## config.mk

```make
export PLATFORM = sky130hd
export DESIGN_NAME = odt_dirty_track
export DESIGN_NICKNAME = d
export VERILOG_FILES = /design/src/odt_pkg.sv /design/src/odt_dirty_track.sv
export SDC_FILE = /design/constraint.sdc
export NUM_CORES = 1
export LEC_CHECK = 0
export ABC_AREA = 0
export BUFFER_PORTS_ARGS = -buffer_cell sky130_fd_sc_hd__buf_2
export CORE_ASPECT_RATIO = 0.75
export CORE_MARGIN = 4
export CORE_UTILIZATION = 51
export DETAILED_ROUTE_END_ITERATION = 6
export GPL_ROUTABILITY_DRIVEN = 0
export PLACE_DENSITY = 0.95
export SETUP_SLACK_MARGIN = 0.3
export SLEW_MARGIN = 0
export SYNTH_ARGS = -nofsm -noshare
export SYNTH_HDL_FRONTEND = slang
export SYNTH_SLANG_ARGS = --single-unit
export TNS_END_PERCENT = 1
```

## constraint.sdc

```tcl
create_clock -name clock -period 7.6 [get_ports clock]
set_clock_uncertainty 0.15 [all_clocks]
set_input_delay 1.52 -clock clock [delete_from_list [all_inputs] [get_ports clock]]
set_output_delay 1.52 -clock clock [all_outputs]
set_load 0.02 [all_outputs]
```

## src/odt_pkg.sv

```systemverilog
// ----------------------------------------------------------------------------
// odt_pkg
// Shared constants, types and functions of the dirty tile transposer.
// ----------------------------------------------------------------------------
package odt_pkg;

   localparam int ODT_SCREENS        = 4;
   localparam int ODT_SCREEN_COLUMNS = 128;
   localparam int ODT_PAGES          = 8;

   localparam int ODT_DATA_W  = 64;
   localparam int ODT_PAGE_W  = 3;
   localparam int ODT_CCOL_W  = 6;
   localparam int ODT_CCOLS   = 2 ** ODT_CCOL_W;
   localparam int ODT_PAGE_IN = 2 ** ODT_PAGE_W;

   localparam logic [7:0] ODT_CMD_PAGE     = 8'hB0;
   localparam logic [7:0] ODT_CMD_COL_HIGH = 8'h10;

   typedef struct packed {
      logic       page_done;
      logic       page_changed;
      logic [3:0] start_tile;
      logic [4:0] tile_span;
      logic [7:0] cmd_page;
      logic [3:0] cmd_col_low;
      logic [7:0] cmd_col_high;
   } odt_summary_type;

   // Column j, bit b takes row b, pixel j (pixel 0 is the row's MSB).
   function automatic logic [ODT_DATA_W-1:0] odt_transpose(input logic [ODT_DATA_W-1:0] rows);
      logic [ODT_DATA_W-1:0] cols;
      cols = '0;
      for (int b = 0; b < 8; b++) begin
         for (int j = 0; j < 8; j++) begin
            cols[8*j+b] = rows[8*b+7-j];
         end
      end
      return cols;
   endfunction

endpackage

```

## src/odt_dirty_track.sv

```systemverilog
// ----------------------------------------------------------------------------
// odt_dirty_track
// Tracks the first and last changed tile and forms the page summary and commands.
// ----------------------------------------------------------------------------
module odt_dirty_track #(
   parameter int TILES  = 16,
   parameter int TILE_W = 4
) (
   input  logic                      clock,
   input  logic                      reset,
   input  logic                      advance,
   input  logic [TILE_W-1:0]         tile,
   input  logic                      tile_changed,
   input  logic [odt_pkg::ODT_PAGE_W-1:0] page,
   output odt_pkg::odt_summary_type  summary
);
   import odt_pkg::*;

   localparam int FD_W = $clog2(TILES + 1);

   logic [FD_W-1:0]   first_ff;
   logic [FD_W-1:0]   first_in;
   logic [TILE_W-1:0] last_ff;
   logic [TILE_W-1:0] last_in;
   logic [FD_W-1:0]   first_upd;
   logic [TILE_W-1:0] last_upd;
   logic              done;
   logic              pdirty;
   logic [TILE_W-1:0] ft;
   logic [TILE_W:0]   cnt;

   always_comb begin
      first_upd = first_ff;
      last_upd  = last_ff;
      if (tile_changed) begin
         if (first_ff >= FD_W'(TILES)) begin
            first_upd = FD_W'(tile);
         end
         last_upd = tile;
      end
      done   = (tile == TILE_W'(TILES - 1));
      pdirty = done && (first_upd < FD_W'(TILES));
      ft     = pdirty ? TILE_W'(first_upd) : '0;
      cnt    = '0;
      if (pdirty && (last_upd >= ft)) begin
         cnt = {1'b0, last_upd} - {1'b0, ft} + (TILE_W+1)'(1);
      end

      summary = '0;
      if (done) begin
         summary.page_done    = 1'b1;
         summary.page_changed = pdirty;
         summary.start_tile   = 4'(ft);
         summary.tile_span    = 5'(cnt);
         summary.cmd_page     = ODT_CMD_PAGE | 8'(page);
         summary.cmd_col_low  = {ft[0], 3'b000};
         summary.cmd_col_high = ODT_CMD_COL_HIGH | 8'(ft >> 1);
      end

      first_in = first_upd;
      last_in  = last_upd;
      if (done) begin
         first_in = FD_W'(TILES);
         last_in  = '0;
      end
   end

   always_ff @(posedge clock) begin
      if (reset) begin
         first_ff <= FD_W'(TILES);
         last_ff  <= '0;
      end else if (advance) begin
         first_ff <= first_in;
         last_ff  <= last_in;
      end
   end

endmodule

```

---- After elaboration in Yosys (flattened, before gate mapping) ----
Index checks and enable logic that the tools add are counted.
cells by class
  $add $sub $neg .......................... 2
  $mul .................................... 0
  div/mod/pow operators ................... 0
  magnitude comparators ................... 3
  eq/ne operators ......................... 1
  shifts and indexed selects .............. 0
  mux-type cells .......................... 8
  bitwise gates (word level) .............. 0
  reduce and logical (&&, ||, !) cells .... 2
operators by type and width
  kind                   number
  $mux W31               1
  $mux W5                4
  $mux W4                3
  $add A5 B1 Y5 const B  1
  $ge A5 B5 Y1 const B   1
  $lt A5 B5 Y1 const B   1
  $sub A4 B4 Y5          1
  $eq A4 B4 Y1 const B   1
  $ge A4 B4 Y1           1
  $logic_and A1 B1 Y1    2
word-level totals
  register bits after elaboration ......... 9
  latch bits .............................. 0
  RAM bits ................................ 0
  memory bits (read-only) ................. 0
  logic and storage cells ................. 18
  memories kept ........................... 0

---- Longest topological paths before layout ----
  depth in word-level cells ............... 10
  depth in mapped cells ................... 11
  depth with buffers taken out ............ 10

---- Least setup slack after synthesis ----
OpenSTA, ideal clock, no wires.
  path kind ............................... input -> output
  from .................................... input tile_changed
  to ...................................... output summary[24] (netlist name)
  arrival time ............................ 3.981 ns
  data required time ...................... 5.930 ns
  path slack .............................. 1.949 ns
  cell stages on the path ................. 10
  cells stage by stage .................... buf_2 nand2_2 mux2i_1 or2_2 ha_1 inv_1 fa_1 and3b_1 or4_4 a211oi_2
RTL lines
  element      line                   source
  from (decl)  odt_dirty_track.sv:13  input logic tile_changed,
  to (decl)    odt_dirty_track.sv:15  output odt_pkg::odt_summary_type summary

==> qor.yml <==
run_status:
  status: "completed"
route:
  viasPerCell: 5.61
  drtPass1Iterations: 4
  remaining_drc_errors: 0
  drt_wl_total_um: 2430
  routedWlPerCell_um: 15.1
  antenna_left: 0
  vias: 903
  first_iter_violations: 56
min_path:
  worstHoldStart: "last_ff[3]"
  min_to: "last_ff[3]"
  whs_path_depth: 2
  hold_path_class: "reg -> reg"
sta:
  final.setup.worst_slack_ps: 1470
  tightest_slew_ps: 634
  fin_hold_ws_ps: 329
  fmax_mhz: 163
  period_share: 0.807
  fin_crit_ps: 6130
  rsz0062_at_grt: "no"
  hold_viol_final: 0
  tns_ps: 0
  drv_slew: 0
  max_slew_margin: 0.577
  setup_viol: 0
global_route:
  grt_pass1_wl_um: 3720
  grt_overflow: 0
  track_usage: 0.184
  grt_pass1_vias: 829
  antenna_found_initial: 0
  grt_max_degree: 18
pwr:
  p_per_area_nw_per_um2: 125
  seqPwrFrac: 0.382
  swShare: 0.350
  power_switching_mw: 0.0473
  total_leakage_power_nw: 0.545
  comb_power_share: 0.337
  clockPowerShare: 0.281
  internal_power_mw: 0.0877
  ir_drop_v: 0.0000766
clock_network:
  cts-hold-fix-buffers: 0
  clk_pin_slew_ps: 70
  clkLatencyLatePin_ps: 270
  cts.path.max_buffers: 2
  cts_resized: 0
  cts-root-buf: "clkbuf_4"
  cts_max_level: 1
  cts_tree: "yes"
  cts_setup_buffers: 0
  cts_inserted_buffers: 3
  cts_sinks: 9
worst_setup_path:
  critPathCaptureType: "output pin"
  required_ps: 5930
  critPathMaxFanout: 17
  cp.arrival_ps: 4460
  startpoint: "tile_changed"
  reg2reg_from: "first_ff[4]"
  rrSetupSlack_ps: 5880
  r2r-end: "first_ff[1]"
  critical_path_class: "in -> out"
  startpoint_type: "input port"
  worst-r2r-cell-count: 3
cells_and_area:
  syn_to_final_growth_pct: 8.17
  drive_gt1_frac: 0.360
  final_nets: 162
  utilization: 0.602
  n_antenna_cell: 0
  final_cells: 161
synthesis:
  syn-instance-count: 118
  yosys_warnings: 0
  synth.avg_cell_area_um2: 8.44
  synth_seq_cells: 9
  synth_cell_types: 36
  ys_seq_area_frac: 0.181
  syn_area_um2: 996
die:
  die_y_um: 46.3
  coreArea_um2: 1790
  die_w_um: 59.0
  initial_core_util: 0.557
  num_io_pins: 42
  die-area_um2: 2730
  num_rows: 13
placement:
  numPlacedInstances: 157
  portBuffers: 32
  post-place-ws_ps: 1510
  detailed_place_hpwl_um: 1870
run:
  maxCapViolations: 0
## cell usage in the layout (no fill, tap or decap), types with 2 or more instances in the layout
cell,count
buf_2,32
ha_1,9
conb_1,9
dfxtp_1,9
inv_1,8
nand2b_1,8
nor2_1,7
mux2i_1,4
or2_2,4
mux2_2,4
nor3b_1,4
nand3_1,4
a21oi_1,4
nand4_1,4
o32ai_1,4
and2_1,3
clkbuf_4,3
fa_1,2
## final cells by class
cell class | instances | area [um^2]
tap | 22 | 27.5
timing repair buffer | 32 | 160
inverter | 9 | 33.8
sequential | 9 | 180
fill | 155 | 712
clock buffer | 4 | 26.3
multi-input combinational | 85 | 649
## routing by layer
| layer | part of all wire | global-route usage | up-vias |
|---|---|---|---|
| li1 | - | - | 419 |
| met1 | 0.40 | 0.201 | 416 |
| met2 | 0.48 | 0.322 | 54 |
| met3 | 0.084 | 0.0504 | 14 |
| met4 | 0.033 | 0.109 | 0 |
| met5 | 0 | 0 | - |
## how the worst max path moves through the flow
| stage | endpoint |
|---|---|
| 2_1_floorplan | summary[24] |
| 3_3_place_gp | summary[24] |
| 3_5_place_dp | summary[24] |
| 4_1_cts | summary[24] |
| 5_1_grt | summary[24] |
| 6_report | summary[24] |
## Yosys cell counts
cell       n  area [um^2]
nor2_1     7         26.3
a221o_1    1         10.0
nor3_1     1         5.00
o31ai_1    1         7.51
o211ai_1   1         7.51
and2_1     3         18.8
nand4_2    1         12.5
inv_2      1         3.75
buf_2      1         5.00
mux2_2     4         45.0
a21boi_0   1         7.51
or2_2      4         25.0
buf_6      1         11.3
o32ai_1    4         35.0
nand3_1    4         20.0
and3b_1    1         8.76
conb_1     1         3.75
nor3b_1    4         30.0
inv_1      8         30.0
mux2i_1    4         40.0
xor2_1     1         8.76
nand2_1    1         3.75
nand2_2    1         6.26
fa_1       2         40.0
or4_4      1         11.3
and2b_4    1         10.0
o21a_1     1         7.51
nand4_1    4         25.0
nand2b_1   8         50.1
buf_4     18          135
clkbuf_1   3         11.3
dfxtp_1    9          180
o21ai_2    1         8.76
a211oi_2   1         12.5
ha_1       9          113
a21oi_1    4         20.0
## cells by family after synthesis
group / Yosys count / synth area share
AOI/OAI and AO/OA: 15 / 0.117
xor gates and xnor gates: 1 / 0.00880
adders and majority gates: 11 / 0.153
buffers and inverters: 32 / 0.197
DFF: 9 / 0.181
muxes: 8 / 0.0854
other: 1 / 0.00377
and+or+nand+nor: 41 / 0.254
## critical path, cell delays in order
cell and delay [ps]:
buf_2 180, o21ai_2 530, or2_2 220, ha_1 160, inv_1 70, fa_1 620, and3b_1 220, or4_4 490
a211oi_2 250, buf_2 200
## state kept, by name, indices dropped and copies added (netlist names)
| register | cells |
|---|---|
| last_ff | 4 |
| first_ff | 5 |
## stage by stage
stage / instance area (um^2) / total power [mW]
floorplan: 1030 / 0.0900
global placement: 1050 / 0.0941
detailed placement: 1050 / 0.0967
CTS: 1080 / 0.135
global route: 1080 / 0.143
finish: 1080 / 0.135
## power by group through the flow
stage,combinational (mW),sequential (mW),clock (mW)
2_1_floorplan,0.0386,0.0514,0
3_3_place_gp,0.0417,0.0523,0
3_5_place_dp,0.0443,0.0525,0
4_1_cts,0.0447,0.0515,0.0388
5_1_grt,0.0498,0.0517,0.0418
6_report,0.0455,0.0516,0.0379
(Power assumes the default switching activity.)
